===== src/design/itoa_pkg.sv =====
// ----------------------------------------------------------------------------
// itoa_pkg
// shared types, constants and the digit character function for the itoa block
// ----------------------------------------------------------------------------
package itoa_pkg;

    localparam int unsigned VALUE_W    = 32;
    localparam int unsigned BASE_W     = 5;
    localparam int unsigned DIGIT_W    = 4;
    localparam int unsigned MAX_DIGITS = 32;
    localparam int unsigned STACK_W    = MAX_DIGITS * DIGIT_W;
    localparam int unsigned CNT_W      = 6;
    localparam int unsigned CHAR_W     = 8;
    localparam int unsigned CHUNK_W    = 8;
    localparam int unsigned CHUNKS     = VALUE_W / CHUNK_W;
    localparam int unsigned CHUNK_IDX_W = $clog2(CHUNKS);
    localparam int unsigned OUT_DATA_W = 16;

    localparam logic [BASE_W-1:0] BASE_RESET = 5'd10;
    localparam logic [BASE_W-1:0] BASE_MIN   = 5'd2;
    localparam logic [BASE_W-1:0] BASE_MAX   = 5'd16;

    localparam logic [CHAR_W-1:0] CHAR_MINUS = 8'h2D;
    localparam logic [CHAR_W-1:0] CHAR_ZERO  = 8'h30;
    localparam logic [CHAR_W-1:0] CHAR_UPPER_A = 8'h41;
    localparam logic [CHAR_W-1:0] CHAR_NUL   = 8'h00;

    // controller to datapath
    typedef struct packed {
        logic load;
        logic div_step;
        logic emit_sign;
        logic emit_digit;
        logic emit_nul;
    } t_cmd;

    // datapath to controller
    typedef struct packed {
        logic last_chunk;
        logic quot_zero;
        logic neg;
        logic one_left;
        logic out_free;
    } t_status;

    function automatic logic [CHAR_W-1:0] digit_char(input logic [DIGIT_W-1:0] d);
        logic [CHAR_W-1:0] c;
        if (d < 4'd10) begin
            c = CHAR_ZERO + {4'd0, d};
        end else begin
            c = CHAR_UPPER_A + {4'd0, d} - 8'd10;
        end
        return c;
    endfunction

endpackage


===== src/design/integer_to_ascii_any_base_top.sv =====
// ----------------------------------------------------------------------------
// integer_to_ascii_any_base_top
// formats a signed 32-bit value as ascii text in a radix from 2 to 16
// ----------------------------------------------------------------------------
// One value comes in per slave beat and leaves as a run of character beats,
// most significant first: a '-' for negative values, the digits ('0'-'9',
// 'A'-'F'), then a nul beat with tlast set that carries the character count
// (without the nul). The radix register resets to 10 and is written through
// the cfg channel; written values below 2 or above 16 clamp to 2 and 16.
// Write it only while no run is in progress. One value is in flight at a
// time. The division unit works 8 bits of the 32-bit magnitude per cycle,
// one digit per pass over the four bytes, so a value with D digits takes
// an accept, D division passes, then D+1 output beats (D+2 when negative),
// one per cycle while the sink keeps tready high.
// ----------------------------------------------------------------------------
module integer_to_ascii_any_base_top (
    input  logic        i_clk,
    input  logic        i_rst_n,
    // radix write channel
    input  logic        i_cfg_valid,
    output logic        o_cfg_ready,
    input  logic [4:0]  i_cfg_data,     // number_base
    // value in
    input  logic        s_axis_tvalid,
    output logic        s_axis_tready,
    input  logic [31:0] s_axis_tdata,   // [31:0] value
    // characters out
    output logic        m_axis_tvalid,
    input  logic        m_axis_tready,
    output logic [15:0] m_axis_tdata,   // [7:0] char_out, [13:8] char_count, [15:14] zero
    output logic        m_axis_tlast    // is_last, set on the nul beat
);

    itoa_pkg::t_cmd    w_cmd;
    itoa_pkg::t_status w_sts;
    logic [itoa_pkg::CHAR_W-1:0] w_char;
    logic [itoa_pkg::CNT_W-1:0]  w_count;

    // radix writes are always taken
    assign o_cfg_ready = 1'b1;

    itoa_ctrl u_ctrl (
        .i_clk         (i_clk),
        .i_rst_n       (i_rst_n),
        .s_axis_tvalid (s_axis_tvalid),
        .s_axis_tready (s_axis_tready),
        .i_sts         (w_sts),
        .o_cmd         (w_cmd)
    );

    itoa_dp u_dp (
        .i_clk       (i_clk),
        .i_rst_n     (i_rst_n),
        .i_cfg_valid (i_cfg_valid),
        .i_cfg_data  (i_cfg_data),
        .i_value     (s_axis_tdata),
        .i_cmd       (w_cmd),
        .o_sts       (w_sts),
        .o_out_valid (m_axis_tvalid),
        .i_out_ready (m_axis_tready),
        .o_char      (w_char),
        .o_last      (m_axis_tlast),
        .o_count     (w_count)
    );

    // pack character and count, pad to whole bytes
    assign m_axis_tdata = {2'b00, w_count, w_char};

endmodule


===== src/design/itoa_ctrl.sv =====
// ----------------------------------------------------------------------------
// itoa_ctrl
// sequencer: accept, divide digit by digit, then emit sign, digits and nul
// ----------------------------------------------------------------------------
module itoa_ctrl (
    input  logic                i_clk,
    input  logic                i_rst_n,
    input  logic                s_axis_tvalid,
    output logic                s_axis_tready,
    input  itoa_pkg::t_status   i_sts,
    output itoa_pkg::t_cmd      o_cmd
);

    localparam logic [2:0] ST_IDLE  = 3'd0;
    localparam logic [2:0] ST_DIV   = 3'd1;
    localparam logic [2:0] ST_SIGN  = 3'd2;
    localparam logic [2:0] ST_DIGIT = 3'd3;
    localparam logic [2:0] ST_NUL   = 3'd4;

    logic [2:0] r_state;
    logic [2:0] n_state;

    always_ff @(posedge i_clk) begin
        if (!i_rst_n) begin
            r_state <= ST_IDLE;
        end else begin
            r_state <= n_state;
        end
    end

    always_comb begin
        n_state       = r_state;
        o_cmd         = '0;
        s_axis_tready = 1'b0;
        unique case (r_state)
            ST_IDLE: begin
                s_axis_tready = 1'b1;
                if (s_axis_tvalid) begin
                    o_cmd.load = 1'b1;
                    n_state    = ST_DIV;
                end
            end
            ST_DIV: begin
                o_cmd.div_step = 1'b1;
                if (i_sts.last_chunk && i_sts.quot_zero) begin
                    n_state = i_sts.neg ? ST_SIGN : ST_DIGIT;
                end
            end
            ST_SIGN: begin
                if (i_sts.out_free) begin
                    o_cmd.emit_sign = 1'b1;
                    n_state         = ST_DIGIT;
                end
            end
            ST_DIGIT: begin
                if (i_sts.out_free) begin
                    o_cmd.emit_digit = 1'b1;
                    if (i_sts.one_left) begin
                        n_state = ST_NUL;
                    end
                end
            end
            ST_NUL: begin
                if (i_sts.out_free) begin
                    o_cmd.emit_nul = 1'b1;
                    n_state        = ST_IDLE;
                end
            end
            default: begin
                n_state = ST_IDLE;
            end
        endcase
    end

endmodule


===== src/design/itoa_dp.sv =====
// ----------------------------------------------------------------------------
// itoa_dp
// base register, chunked long division, digit stack and output register
// ----------------------------------------------------------------------------
module itoa_dp (
    input  logic                                i_clk,
    input  logic                                i_rst_n,
    input  logic                                i_cfg_valid,
    input  logic [itoa_pkg::BASE_W-1:0]         i_cfg_data,
    input  logic [itoa_pkg::VALUE_W-1:0]        i_value,
    input  itoa_pkg::t_cmd                      i_cmd,
    output itoa_pkg::t_status                   o_sts,
    output logic                                o_out_valid,
    input  logic                                i_out_ready,
    output logic [itoa_pkg::CHAR_W-1:0]         o_char,
    output logic                                o_last,
    output logic [itoa_pkg::CNT_W-1:0]          o_count
);

    logic [itoa_pkg::BASE_W-1:0]      r_base;
    logic [itoa_pkg::VALUE_W-1:0]     r_work;
    logic [itoa_pkg::DIGIT_W-1:0]     r_rem;
    logic [itoa_pkg::CHUNK_IDX_W-1:0] r_chunk;
    logic                             r_neg;
    logic [itoa_pkg::STACK_W-1:0]     r_stack;
    logic [itoa_pkg::CNT_W-1:0]       r_ndig;
    logic [itoa_pkg::CNT_W-1:0]       r_nchar;
    logic                             r_out_valid;
    logic [itoa_pkg::CHAR_W-1:0]      r_out_char;
    logic                             r_out_last;
    logic [itoa_pkg::CNT_W-1:0]       r_out_count;

    logic [itoa_pkg::VALUE_W-1:0]     n_work;
    logic [itoa_pkg::DIGIT_W-1:0]     n_rem;
    logic                             w_emit;

    // saturate the written radix into 2..16
    always_ff @(posedge i_clk) begin
        if (!i_rst_n) begin
            r_base <= itoa_pkg::BASE_RESET;
        end else if (i_cfg_valid) begin
            if (i_cfg_data < itoa_pkg::BASE_MIN) begin
                r_base <= itoa_pkg::BASE_MIN;
            end else if (i_cfg_data > itoa_pkg::BASE_MAX) begin
                r_base <= itoa_pkg::BASE_MAX;
            end else begin
                r_base <= i_cfg_data;
            end
        end
    end

    // eight restoring steps on the top byte, quotient bits shift in at the bottom
    always_comb begin
        logic [itoa_pkg::DIGIT_W-1:0]  rem;
        logic [itoa_pkg::BASE_W-1:0]   t;
        logic [itoa_pkg::CHUNK_W-1:0]  byte_in;
        logic [itoa_pkg::CHUNK_W-1:0]  qbits;
        rem     = r_rem;
        byte_in = r_work[itoa_pkg::VALUE_W-1 -: itoa_pkg::CHUNK_W];
        qbits   = '0;
        for (int i = itoa_pkg::CHUNK_W - 1; i >= 0; i--) begin
            t = {rem, byte_in[i]};
            if (t >= r_base) begin
                qbits[i] = 1'b1;
                t        = t - r_base;
            end
            rem = t[itoa_pkg::DIGIT_W-1:0];
        end
        n_rem  = rem;
        n_work = {r_work[itoa_pkg::VALUE_W-itoa_pkg::CHUNK_W-1:0], qbits};
    end

    always_ff @(posedge i_clk) begin
        if (i_cmd.load) begin
            r_work  <= i_value[itoa_pkg::VALUE_W-1] ?
                       (~i_value + itoa_pkg::VALUE_W'(1)) : i_value;
            r_neg   <= i_value[itoa_pkg::VALUE_W-1];
            r_rem   <= '0;
            r_ndig  <= '0;
            r_nchar <= '0;
        end else if (i_cmd.div_step) begin
            r_work <= n_work;
            if (r_chunk == itoa_pkg::CHUNK_IDX_W'(itoa_pkg::CHUNKS - 1)) begin
                // one division done: push the remainder as the next digit
                r_stack <= {r_stack[itoa_pkg::STACK_W-itoa_pkg::DIGIT_W-1:0], n_rem};
                r_ndig  <= r_ndig + itoa_pkg::CNT_W'(1);
                r_rem   <= '0;
            end else begin
                r_rem <= n_rem;
            end
        end else if (i_cmd.emit_digit) begin
            r_stack <= r_stack >> itoa_pkg::DIGIT_W;
            r_ndig  <= r_ndig - itoa_pkg::CNT_W'(1);
            r_nchar <= r_nchar + itoa_pkg::CNT_W'(1);
        end else if (i_cmd.emit_sign) begin
            r_nchar <= r_nchar + itoa_pkg::CNT_W'(1);
        end
    end

    always_ff @(posedge i_clk) begin
        if (!i_rst_n) begin
            r_chunk <= '0;
        end else if (i_cmd.load) begin
            r_chunk <= '0;
        end else if (i_cmd.div_step) begin
            r_chunk <= r_chunk + itoa_pkg::CHUNK_IDX_W'(1);
        end
    end

    assign w_emit = i_cmd.emit_sign | i_cmd.emit_digit | i_cmd.emit_nul;

    always_ff @(posedge i_clk) begin
        if (!i_rst_n) begin
            r_out_valid <= 1'b0;
        end else if (w_emit) begin
            r_out_valid <= 1'b1;
        end else if (i_out_ready) begin
            r_out_valid <= 1'b0;
        end
    end

    always_ff @(posedge i_clk) begin
        if (i_cmd.emit_sign) begin
            r_out_char  <= itoa_pkg::CHAR_MINUS;
            r_out_last  <= 1'b0;
            r_out_count <= '0;
        end else if (i_cmd.emit_digit) begin
            r_out_char  <= itoa_pkg::digit_char(r_stack[itoa_pkg::DIGIT_W-1:0]);
            r_out_last  <= 1'b0;
            r_out_count <= '0;
        end else if (i_cmd.emit_nul) begin
            r_out_char  <= itoa_pkg::CHAR_NUL;
            r_out_last  <= 1'b1;
            r_out_count <= r_nchar;
        end
    end

    assign o_sts.last_chunk = (r_chunk == itoa_pkg::CHUNK_IDX_W'(itoa_pkg::CHUNKS - 1));
    assign o_sts.quot_zero  = (n_work == '0);
    assign o_sts.neg        = r_neg;
    assign o_sts.one_left   = (r_ndig == itoa_pkg::CNT_W'(1));
    assign o_sts.out_free   = !r_out_valid || i_out_ready;

    assign o_out_valid = r_out_valid;
    assign o_char      = r_out_char;
    assign o_last      = r_out_last;
    assign o_count     = r_out_count;

endmodule


===== config.mk =====
export PLATFORM = sky130hd
export DESIGN_NAME = integer_to_ascii_any_base_top
export DESIGN_NICKNAME = d
export VERILOG_FILES = /design/src/design/itoa_pkg.sv /design/src/design/integer_to_ascii_any_base_top.sv /design/src/design/itoa_ctrl.sv /design/src/design/itoa_dp.sv
export SDC_FILE = /design/constraint.sdc
export NUM_CORES = 1
export LEC_CHECK = 0
export BUFFER_PORTS_ARGS = -buffer_cell sky130_fd_sc_hd__buf_4
export CAP_MARGIN = 20
export CORE_ASPECT_RATIO = 0.8
export CORE_MARGIN = 10
export CORE_UTILIZATION = 30
export CTS_BUF_LIST = sky130_fd_sc_hd__clkbuf_4
export CTS_CLUSTER_DIAMETER = 120
export DETAILED_ROUTE_END_ITERATION = 16
export PLACE_DENSITY_LB_ADDON = 0.3
export REMOVE_ABC_BUFFERS = 1
export SLEW_MARGIN = 20
export SYNTH_ARGS = -nofsm -noshare
export SYNTH_HDL_FRONTEND = slang
export SYNTH_HIERARCHICAL = 1
export SYNTH_SLANG_ARGS = --single-unit

===== constraint.sdc =====
create_clock -name i_clk -period 14.7 [get_ports i_clk]
set_input_delay 1.47 -clock i_clk [delete_from_list [all_inputs] [get_ports i_clk]]
set_output_delay 1.47 -clock i_clk [all_outputs]
set_load 0.005 [all_outputs]

-- Word-level counts from Yosys, hierarchy flattened
Index checks and enable logic that the tools add are counted.
- register bits after elaboration: 203
- bits of input ports: 42
- logic and storage cells: 126
- output and inout port bits: 20
- equal/unequal tests: 13
- add/subtract/negate cells: 16
- magnitude comparators: 11
- reduce and logical (&&, ||, !) cells: 16
- mux-type cells: 51
- bitwise logic cells: 6
- operator list (kind ; count):
    $mux 128 ; 3
    $mux 32 ; 3
    $ge 5x5->1 ; 8
    $mux 4 ; 9
    $add 32x1->32 const B ; 1
    $logic_not 32->1 ; 1
    $not 32->32 ; 1
    $sub 4x4->4 ; 8
    $mux 6 ; 5
    $mux 8 ; 3
    $mux 1 ; 19
    $mux 3 ; 6
    $pmux 3 s5 ; 1
    $add 6x1->6 const B ; 2
    $ne 2x1->1 const B ; 6
    $mux 5 ; 2
    $reduce_bool 2->1 ; 5
    $add 7x4->8 const A ; 1
    $sub 8x4->8 const B ; 1
    $add 6x4->7 const A ; 1
    $eq 3x2->1 const B ; 2
    $eq 6x1->1 const B ; 1
    $reduce_and 6->1 ; 1
    $sub 6x1->6 const B ; 1
    other kinds (17) ; 22

-- Depth between registers and ports, before layout
Gate-level depths: netlist (run 1).
- depth after elaboration: 20
- gate-level depth with buffers: 58
- gate-level depth less buffers: 54

-- Hierarchy
Netlist (run 1), hierarchy kept.
- by module, submodules not included (module ; area each (um^2) ; times used ; sequential area each (um^2) ; cells an instance):
    itoa_dp ; 10812.9 ; 1 ; 5595.4 ; 920
    itoa_ctrl ; 247.7 ; 1 ; 60.1 ; 28
    integer_to_ascii_any_base_top ; 30.0 ; 1 ; 0.0 ; 5

-- Worst setup path before layout (run 1)
OpenSTA, ideal clock, no wires.
- path kind: reg-to-reg
- start point: register u_dp/r_base[1] in the netlist's numbering
- end point: register u_dp/r_stack[0] in the netlist's numbering, data pin
- slack: 3.408 ns
- required time: 14.440 ns
- buffers on the path: 4
- period minus slack after synthesis: 11.292 ns
- stages on the path, launching flop included: 54
- arrival time: 11.033 ns
- library setup time: 0.260 ns
- path through: dfxtp_1 > inv_1 > ha_1 > a31oi_1 > o21ai_1 > mux2_2 > ha_1 > a21o_1 > a31oi_1 > o21ai_1 > nand2_1 > o21ai_0 > inv_1 > ha_1 > a21o_1 > a31oi_1 > o21ai_1 > nand2_1 > (+18 left out) > ha_1 > nand2_1 > o21ai_0 > a31o_2 > clkbuf_1 > mux2_2 > o21ai_0 > ha_1 > a21o_1 > a31o_2 > clkbuf_1 > o31ai_1 > ha_1 > a21oi_1 > o21ai_0 > a31oi_1 > mux2i_1 > mux2_2
- cells in the longest elaborated chain, start to end: 18
- elaborated cells on any way between the ends: 25
- those cells by class: add/sub: 7; order compare: 8; mux: 10
- RTL lines (what ; RTL line ; source):
    from (decl) ; itoa_dp.sv:20 ; logic [itoa_pkg::BASE_W-1:0] r_base;
    from (signal assigned) ; itoa_dp.sv:40 ; r_base <= itoa_pkg::BASE_RESET;
    from (signal assigned) ; itoa_dp.sv:43 ; r_base <= itoa_pkg::BASE_MIN;
    from (signal assigned) ; itoa_dp.sv:45 ; r_base <= itoa_pkg::BASE_MAX;
    $sub 4x4->4 / $ge 5x5->1 (equally long branches) ; itoa_dp.sv:65, itoa_dp.sv:63 ;
    $mux 4 ; itoa_dp.sv:63 ; if (t >= r_base) begin
    $sub 4x4->4 / $ge 5x5->1 (equally long branches) ; itoa_dp.sv:65, itoa_dp.sv:63 ;
    $mux 4 ; itoa_dp.sv:63 ;
    $sub 4x4->4 / $ge 5x5->1 (equally long branches) ; itoa_dp.sv:65, itoa_dp.sv:63 ;
    $mux 4 ; itoa_dp.sv:63 ;
    $ge 5x5->1 / $sub 4x4->4 (equally long branches) ; itoa_dp.sv:63, itoa_dp.sv:65 ;
    $mux 4 ; itoa_dp.sv:63 ;
    (+2 left out) ; n/a ;
    $sub 4x4->4 / $ge 5x5->1 (equally long branches) ; itoa_dp.sv:65, itoa_dp.sv:63 ;
    $mux 4 ; itoa_dp.sv:63 ;
    $sub 4x4->4 / $ge 5x5->1 (equally long branches) ; itoa_dp.sv:65, itoa_dp.sv:63 ;
    $mux 4 ; itoa_dp.sv:63 ;
    $ge 5x5->1 (*) ; itoa_dp.sv:63 ;
    $mux 4 (*) ; itoa_dp.sv:63 ;
    $mux 128 (*) ; itoa_dp.sv:83 ; if (r_chunk == itoa_pkg::CHUNK_IDX_W'(itoa_pkg::CHUNKS - 1)) begin
    $mux 128 (*) ; itoa_dp.sv:81 ; end else if (i_cmd.div_step) begin
    to (signal assigned) ; itoa_dp.sv:85 ; r_stack <= {r_stack[itoa_pkg::STACK_W-itoa_pkg::DIGIT_W-1:0], n_rem};
    to (signal assigned) ; itoa_dp.sv:92 ; r_stack <= r_stack >> itoa_pkg::DIGIT_W;
    to (decl) ; itoa_dp.sv:25 ; logic [itoa_pkg::STACK_W-1:0] r_stack;
Mark *: on every way between the ends. The rest lies on a longest branch, timed or not. The select of a mux whose other input is x is not followed.
A chain may end at the register's enable or synchronous reset.

==> results of run 1 <==
[stage by stage]
step           hold WS, ps  cell area (um^2)  setup slack, ps
6_report               490             12700             1930
5_1_grt                527             12700              624
4_1_cts                489             12700             1950
3_5_place_dp           466             12000             2010
3_3_place_gp           460             12000             2490
2_1_floorplan          429             10900            -2890
[worst reg2reg max path, delay by kind of cell, from the launching register on]
kind,cells,cell delay [ps]
AO/OA/AOI/OAI,27,6250
adder cells (fa/ha/maj),8,2780
AND/OR/NAND/NOR,7,1220
buffers and inverters,6,990
multiplexers,2,770
flip-flops,1,660
[cell type report]
| class | instances | share of cell area [%] |
|---|---|---|
| diodes | 1 | 0.0197 |
| clock inverters | 10 | 0.325 |
| multi-input cells | 659 | 39.9 |
| repair buffers | 66 | 3.90 |
| clock buffers | 89 | 5.26 |
| flip-flops and latches | 202 | 44.5 |
| well taps | 480 | 4.72 |
| inverters | 47 | 1.39 |
[routing by layer]
layer  track usage (%)  wire length (um)  vias to the layer above
li1                  -                 -                     3697
met1              14.4             11800                     3485
met2              15.0             10100                      141
met3              2.10              1150                       31
met4              3.49               371                        0
met5                 0                 0                        -
[sequential cells by signal, indices dropped and copies added (netlist names), 4 cells and up]
signal and count:
u_dp/o_char 7, u_dp/r_base 5, u_dp/r_ndig 6, u_dp/r_nchar 6
u_dp/r_work 32, u_dp/o_count 6, u_dp/r_stack 128, u_dp/r_rem 4
[kinds of logic after synthesis]
family,synth area share (%)
compound gates,9.36
xor+xnor,4.34
fa+ha+maj,6.75
buf+inv,3.42
flops,51.0
mux,15.0
other cells,0.102
simple gates,10.1
[synth_stat cells (11+ instances only)]
cell type / count / area [um^2]
mux2i_1: 23 / 230
dfxtp_1: 41 / 821
xnor2_1: 15 / 131
nor2b_1: 11 / 68.8
inv_1: 47 / 176
clkbuf_1: 33 / 124
nand2_1: 52 / 195
edfxtp_1: 161 / 4830
nor4_1: 12 / 75.1
mux2_2: 127 / 1430
nor2_1: 86 / 323
a31oi_1: 14 / 87.6
a21o_1: 13 / 97.6
ha_1: 47 / 588
a21oi_1: 63 / 315
o21ai_0: 33 / 165
xor2_1: 40 / 350
[worst max path at each step]
stage | cells after the start | to
floorplan | 4 | u_dp/r_stack[0]
global placement | 50 | u_ctrl/r_state[1]
detailed placement | 50 | u_ctrl/r_state[1]
CTS | 50 | u_ctrl/r_state[1]
global route | 50 | u_ctrl/r_state[1]
finish | 50 | u_ctrl/r_state[1]
==> impl_results.md, run 1 <==
- Outcome: finished, final reports clean
- Post-synth cell types: 56
- Die Y: 192 um
- PortBufs: 57
- Commonest non-fill, non-tap cell in the layout: edfxtp_1
- Initial antenna violation count: 1
- Maximum buffer depth of the clock tree: 3
- Slowest-stage cell, CP: dfxtp_1
- Mapped Cells: 953
- Post-synthesis sequential area ratio: 51.0%
- Ys flop type: edfxtp_1
- Share of cells above drive strength 1: 27.7%
- Flop-to-flop setup slack: 1930 ps
- Vias: 7354
- Final Wtd Congestion: 0.830
- Tmin final: 12770 ps
- FMAX: 0.0783 GHz
- CP max FO: 11
- Die X: 235 um
- Pins Over Slew Limit: 0
- Flops & latches, synth: 202
- Worst slew margin: 29.2%
- Hold path cells: 2
- Vias per inst: 4.73
- Cell Rows: 62
- Post-CTS Resized: 0
- First-pass GRT wire length: 38400 um
- CTS Buf Count: 55
- Fillcell total: 3627
- Syn. warnings: 6
- Most frequent CP cell: o21ai_0
- Critical Path Sink Type: flip-flop
- FF/Latch Area: 5660 um^2
- Initial Util: 30.6%
- Final hold violations: 0
- Final core occ: 35.1%
- Setup crit start: u_dp/r_base[1]
- DRC viols: 0
- First drt pass iteration count: 5
- Post-Syn Area: 11100 um^2
- Max-cap viol count: 0
- Number of synthesized flops with an enable pin: 161
- Post-route ant nets: 0
- Post-CTS Hold Buffers: 0
- GR Util All Layers: 10.1%
- RSZ-0062 raised after global routing: no
- Layout Nets: 1128
- Final HPWL DP: 16100 um
- I/O Pins: 62
- Worst-Skew Late Latency: 660 ps
- Syn Area/Cell: 11.6 um^2
- Worst path arrival time: 13340 ps
- Setup_tns: 0 ps
- Post-CTS setup buffer count: 0
- Most frequent cells in the layout: edfxtp_1, mux2_2, clkbuf_4, nor2_1, buf_4
- Endpoints failing setup: 0
- Tcrit/Tclk final: 86.9%
- Reg2Reg Depth: 50
- DR iter-0 viols: 605
- Worst Hold Path EP: u_dp/o_last
- Worst setup SP type: flip-flop
- Reg2reg end: u_ctrl/r_state[1]
- Final std cells w/o fill: 1554
- Reg clk slew, reported paths: 80 ps
- Worst-case clock skew: 49.1 ps
- Slew @ Worst Pin: 1060 ps
- GRT overflow: 0
- Worst EP required: 15270 ps
- Routed length per placed instance: 15.0 um
- Placed cell count: 1454
- CTS Root Cell: clkbuf_4
- Clock sink total: 202
- Worst path top cell family by delay: compound AO/OA/AOI/OAI gates
- Vias in the first global route: 7348
- CTS tree: built
- HP Class: reg2reg
- Largest net degree at the start of global routing: 85
- Worst hold start: u_dp/o_last
- Async set or reset register ratio after synthesis: 0%
- H-tree levels: 2
- R2R Path Start: u_dp/r_base[1]
- Die area: 45100 um^2
- Worst path max stage delay: 660 ps
- CP Buf/Inv Count: 6
- Multi-input logic area: 5070 um^2
- Area Growth Syn to Fin: 14.6%
- Core Region: 36200 um^2
- Crit path kind: reg2reg
- Wire length after detailed routing: 23400 um
Power of run 1 is left out: the tool's default activity adds up to more than one toggle a clock period on the data nets, which glitch-free logic cannot reach.
==> run 2: changes to the inputs <==
--- a/config.mk
+++ b/config.mk
@@ -5,6 +5,7 @@
 export SDC_FILE = /design/constraint.sdc
 export NUM_CORES = 1
 export LEC_CHECK = 0
+export ABC_AREA = 1
 export BUFFER_PORTS_ARGS = -buffer_cell sky130_fd_sc_hd__buf_4
 export CAP_MARGIN = 20
 export CORE_ASPECT_RATIO = 0.8
==> run 2 against run 1 <==
  * Final area grew 3.2%
  * Utilization fell by 0.59 points
  * Die area up 3.4%
  * Routed wire length increased by 12%
  * Global-route usage is 1.1 points higher
  * Highest routed layer unchanged
  * Synthesized area up 3.7%
  * Setup slack improved by 1900 ps
==> impl_results.md, run 2 <==
- Die area: 46600 um^2 (+3.4%)
- Post-synthesis sequential area ratio: 49.2% (-1.8 points)
- Die Y: 195 um (+1.6%)
- Worst EP required: 15340 ps (+70 ps)
- Die X: 239 um (+1.7%)
- Worst slew margin: 33.4% (+4.2 points)
- Flops & latches, synth: 202 (unchanged)
- Commonest non-fill, non-tap cell in the layout: nand2_1
- HP Class: reg2reg
- Async set or reset register ratio after synthesis: 0% (unchanged)
- Synth top area cells: edfxtp_1, nand2_1, dfxtp_1, o21ai_0, inv_1
- Simple-gate share of the synthesized area: 21.1% (+11 points)
- Post-synth cell types: 53 (-5.4%)
- Ys flop type: edfxtp_1
- Tmin final: 10920 ps (-1850 ps)
- Post-route ant nets: 0 (unchanged)
- Mux cell area share after synthesis: 0% (-15 points)
- Mapped Cells: 1348 (+41%)
- H-tree levels: 2 (unchanged)
- Fillcell total: 3962 (+9.2%)
- CTS tree: built
- CTS Buf Count: 55 (unchanged)
- CTS Root Cell: clkbuf_4
- Tcrit/Tclk final: 74.3% (-13 points)
- Post-CTS setup buffer count: 0 (unchanged)
- Critical Path Sink Type: flip-flop
- Share of cells above drive strength 1: 14.1% (-14 points)
- Worst path arrival time: 11560 ps (-1780 ps)
- Top-count cell post-synth: nand2_1
- Synth Area in Adders: 6.50% (-0.24 points)
- RSZ-0062 raised after global routing: no
- Final std cells w/o fill: 1961 (+26%)
- First-pass GRT wire length: 43800 um (+14%)
- Area Growth Syn to Fin: 14.1%
- Most frequent cells in the layout: nand2_1, inv_1, edfxtp_1, o21ai_0, clkbuf_4
- Cell Rows: 64 (+3.2%)
- Synth top area share: 42.0% (-1.6 points)
- FMAX: 0.0916 GHz (+17%)
- Syn. warnings: 6 (unchanged)
- Final HPWL DP: 18300 um (+14%)
- Largest reg by FF count: u_dp/r_stack
- Core Region: 38000 um^2 (+5.0%)
- Max reg flops: 128 (unchanged)
- Outcome: finished, final reports clean
- Post-CTS Resized: 0 (unchanged)
- Final Wtd Congestion: 0.837 (+0.84%)
- Maximum buffer depth of the clock tree: 3 (unchanged)
- Slowest-stage cell, CP: dfxtp_1
- Wire length after detailed routing: 26200 um (+12%)
- Syn Area/Cell: 8.53 um^2 (-27%)
- Initial Util: 30.2% (-0.37 points)
- PortBufs: 57 (unchanged)
- Final hold violations: 0 (unchanged)
- I/O Pins: 62 (unchanged)
- Max-cap viol count: 0 (unchanged)
- Synth area leader: edfxtp_1
- Worst setup SP type: flip-flop
- Routed length per placed instance: 13.4 um (-11%)
- Multi-input logic area: 4890 um^2 (-3.6%)
- Worst-case clock skew: 26.0 ps (-23.2 ps)
- Endpoints failing setup: 0 (unchanged)
- Crit path kind: reg2reg
- Vias per inst: 4.62 (-2.4%)
- DR iter-0 viols: 591 (-2.3%)
- GRT overflow: 0 (unchanged)
- Pins Over Slew Limit: 0 (unchanged)
- First drt pass iteration count: 5 (unchanged)
- Synth Area in XOR/XNOR: 2.74% (-1.6 points)
- Clock sink total: 202 (unchanged)
- Main combinational cell family by area after synthesis: simple AND/OR/NAND/NOR gates
- Reg clk slew, reported paths: 70 ps (about the same)
- Most frequent CP cell: nand2_1
- Post-CTS Hold Buffers: 0 (unchanged)
- Synth Area in Compound Gates: 11.9% (+2.5 points)
- Initial antenna violation count: 1 (unchanged)
- Setup_tns: 0 ps (unchanged)
- Commonest cells in the netlist: nand2_1, inv_1, edfxtp_1
- Vias in the first global route: 8853 (+20%)
- CP max FO: 10 (-1)
- Worst path max stage delay: 670 ps (about the same)
- GR Util All Layers: 11.2% (+1.1 points)
- Number of synthesized flops with an enable pin: 161 (unchanged)
- Layout Nets: 1520 (+35%)
- FF/Latch Area: 5660 um^2 (unchanged)
- Placed cell count: 1861 (+28%)
- Vias: 9060 (+23%)
- DRC viols: 0 (unchanged)
- Worst-Skew Late Latency: 700 ps (+40 ps)
- Post-Syn Area: 11500 um^2 (+3.7%)
- Largest net degree at the start of global routing: 101 (+19%)
- Slew @ Worst Pin: 998 ps (-63.7 ps)
==> run 2: through the flow <==
stage	hold slack (ps)	instance area [um^2]	worst slack, ps	util (%)
after floorplan	430	11300	5420	-
after global placement	450	12400	4360	32.6
after detailed placement	464	12400	3840	32.6
after CTS	472	13100	3780	34.5
after global routing	494	13100	2660	34.5
final	468	13100	3780	34.5
==> run 2: kinds of logic (layout without fill, tap and decap cells) <==
kind of cell / count (synthesis) / in the layout
and+or+nand+nor: 555 / 555
AOI/OAI and AO/OA: 253 / 253
buffers and inverters: 244 / 359
DFF: 202 / 202
adders and majority gates: 55 / 55
xor gates and xnor gates: 36 / 36
other: 3 / 6
==> run 2: worst max-delay path: cells and delay by family (launching register included) <==
family	cells	cell delay [ps]
AOI/OAI and AO/OA	7	1340
and+or+nand+nor	43	4850
DFF	1	670
buffers and inverters	14	1410
adders and majority gates	8	2590
==> run 2: path summary, 6_finish.rpt <==
path,start,endpoint,slack [ps],cells past startpoint
setup reg to reg,u_dp/r_base[1],u_ctrl/r_state[1],3780,72
hold reg to reg,u_dp/r_base[2],u_dp/r_base[2],470,2
hold / removal,u_dp/r_base[2],u_dp/r_base[2],470,2
setup / recovery,u_dp/r_base[1],u_ctrl/r_state[1],3780,72
==> run 2: final cells by class <==
| class | instances | area share (%) |
|---|---|---|
| antenna | 2 | 0.0381 |
| clock buffer | 79 | 4.52 |
| clock inverter | 19 | 1.02 |
| inverter | 196 | 5.62 |
| multi-input combinational | 903 | 37.3 |
| sequential | 202 | 43.1 |
| tap | 495 | 4.72 |
| timing repair buffer | 65 | 3.72 |
==> run 2: per-layer routing <==
layer	vias up	wire [um]	global-route usage, %
li1	4657	-	-
met1	4154	13700	16.0
met2	198	10500	16.0
met3	51	1460	2.76
met4	0	558	4.12
met5	-	0	0
Power of run 2 is left out for the same reason.
==> run 3: changes to the inputs <==
==> constraint.sdc (replaced) <==
create_clock -name i_clk -period 10.9 [get_ports i_clk]
set_input_delay 1.09 -clock i_clk [delete_from_list [all_inputs] [get_ports i_clk]]
set_output_delay 1.09 -clock i_clk [all_outputs]
set_load 0.005 [all_outputs]
==> run 3 against run 2 <==
  * Fmax rose by 8.7%
  * Sequential cell count did not move
  * Final area grew 0.92%
  * Die area unchanged
  * Hold slack lost 6.6 ps
  * Final cell count grew 0.46%
  * Non-clock buffer count up 14
  * Critical path type unchanged
  * Critical endpoint unchanged
==> impl_results.md, run 3 (synthesis results as in run 2) <==
- CTS Root Cell: clkbuf_4
- Tmin final: 10040 ps (-875 ps)
- Wire length after detailed routing: 26800 um (+2.1%)
- FF/Latch Area: 5660 um^2 (about the same)
- Most frequent cells in the layout: nand2_1, inv_1, edfxtp_1, o21ai_0, clkbuf_4
- CP Buf/Inv Count: 12 (-2)
- Outcome: finished, final reports clean
- Multi-input logic area: 4940 um^2 (+0.97%)
- Area Growth Syn to Fin: 15.1%
- Pins Over Slew Limit: 0 (unchanged)
- PortBufs: 57 (unchanged)
- First drt pass iteration count: 6 (+1)
- Final HPWL DP: 18500 um (+1.1%)
- Worst EP required: 11520 ps (-3820 ps)
- Crit path kind: reg2reg
- Maximum buffer depth of the clock tree: 3 (unchanged)
- FMAX: 0.0996 GHz (+8.7%)
- Worst-Skew Late Latency: 680 ps (-20 ps)
- Worst slew margin: 34.6% (+1.2 points)
- Layout Nets: 1533 (+0.86%)
- Routed length per placed instance: 13.6 um (+1.7%)
- Worst path arrival time: 10660 ps (-900 ps)
- Post-CTS Hold Buffers: 0 (unchanged)
- Slew @ Worst Pin: 977 ps (-21.2 ps)
- Slowest-stage cell, CP: ha_1
- GRT overflow: 0 (unchanged)
- Core Region: 38000 um^2 (unchanged)
- Reg clk slew, reported paths: 60 ps (about the same)
- Initial antenna violation count: 1 (unchanged)
- Clock sink total: 202 (unchanged)
- Commonest non-fill, non-tap cell in the layout: nand2_1
- Share of cells above drive strength 1: 15.5% (+1.5 points)
- I/O Pins: 62 (unchanged)
- Die Y: 195 um (unchanged)
- Endpoints failing setup: 0 (unchanged)
- Initial Util: 30.2% (unchanged)
- Worst-case clock skew: 39.0 ps (+13.1 ps)
- Die area: 46600 um^2 (unchanged)
- Tcrit/Tclk final: 92.1% (+18 points)
- Vias in the first global route: 8854 (+0.011%)
- GR Util All Layers: 11.3% (+0.10 points)
- First-pass GRT wire length: 44200 um (+0.99%)
- CTS tree: built
- Max reg flops: 128 (unchanged)
- CP max FO: 7 (-3)
- Final core occ: 34.8% (+0.32 points)
- Largest reg by FF count: u_dp/r_stack
- H-tree levels: 2 (unchanged)
- Largest net degree at the start of global routing: 101 (unchanged)
- Vias: 9104 (+0.49%)
- Vias per inst: 4.62 (about the same)
- Worst path max stage delay: 350 ps (-320 ps)
- Die X: 239 um (unchanged)
- Worst path top cell family by delay: simple AND/OR/NAND/NOR gates
- Final Wtd Congestion: 0.836 (-0.14%)
- Most frequent CP cell: nand2_1
- DRC viols: 0 (unchanged)
- Critical Path Sink Type: flip-flop
- Flop-to-flop setup slack: 860 ps (-2930 ps)
- HP Class: reg2reg
- CTS Buf Count: 54 (-1.8%)
- Final hold violations: 0 (unchanged)
- Worst setup SP type: flip-flop
- DR iter-0 viols: 530 (-10%)
- Post-route ant nets: 0 (unchanged)
- Fillcell total: 3897 (-1.6%)
- Cell Rows: 64 (unchanged)
- Max-cap viol count: 0 (unchanged)
==> run 3: cell types whose count changed in the layout (fill, tap and decap cells not counted), moves of 2 or more <==
cell	change
buf_4	+14
clkinv_2	-4
a21oi_1	-2
a21oi_2	+2
clkinv_1	-2
dfxtp_1	-2
ha_1	-2
nor2_4	+2
o21ai_1	-2
o21ai_2	+2
==> run 3: layout make-up <==
class,count,share of cell area (%)
inverters,196,5.59
well taps,495,4.68
diodes,1,0.0189
clock inverters,14,0.671
multi-input cells,903,37.3
clock buffers,80,4.53
repair buffers,79,4.48
flip-flops and latches,202,42.7
==> run 3: worst paths after layout <==
kind                                startpoint                end  depth (start not counted)
worst min register to register   u_dp/r_rem[3]      u_dp/r_rem[3]                          2
worst min-delay path             u_dp/r_rem[3]      u_dp/r_rem[3]                          2
worst max-delay path            u_dp/r_base[2]  u_ctrl/r_state[1]                         70
worst max register to register  u_dp/r_base[2]  u_ctrl/r_state[1]                         70
==> run 3: routing by layer <==
layer / vias up / GRT usage (%) / wire length (um)
met5: - / 0 / 0
met3: 40 / 2.88 / 1550
met4: 0 / 3.81 / 524
li1: 4678 / - / -
met1: 4177 / 16.2 / 13500
met2: 209 / 16.3 / 11200
==> run 3: through the flow <==
stage	area [um^2]	setup TNS (ps)	cells	hold WS (ps)	setup slack, ps
after floorplan	11300	0	1301	430	1620
after global placement	12400	0	1865	450	770
after detailed placement	12400	0	1865	452	337
after CTS	13100	0	1959	464	344
after global routing	13200	-6.49	1970	486	-6.49
final	13200	0	1970	461	858
==> run 3: worst min-delay path, stage by stage (launching register included) <==
cell	delay (ps)
dfxtp_1	320
nand2_1	60
nand2_1	40
==> run 3: what timing repair did <==
item / CTS / global route
setup buffers: 0 / 10
resized for setup: 0 / 15
endpoints found under the setup margin: 0 / 11
hold endpoints to repair: 0 / 0
Power of run 3 is left out for the same reason.
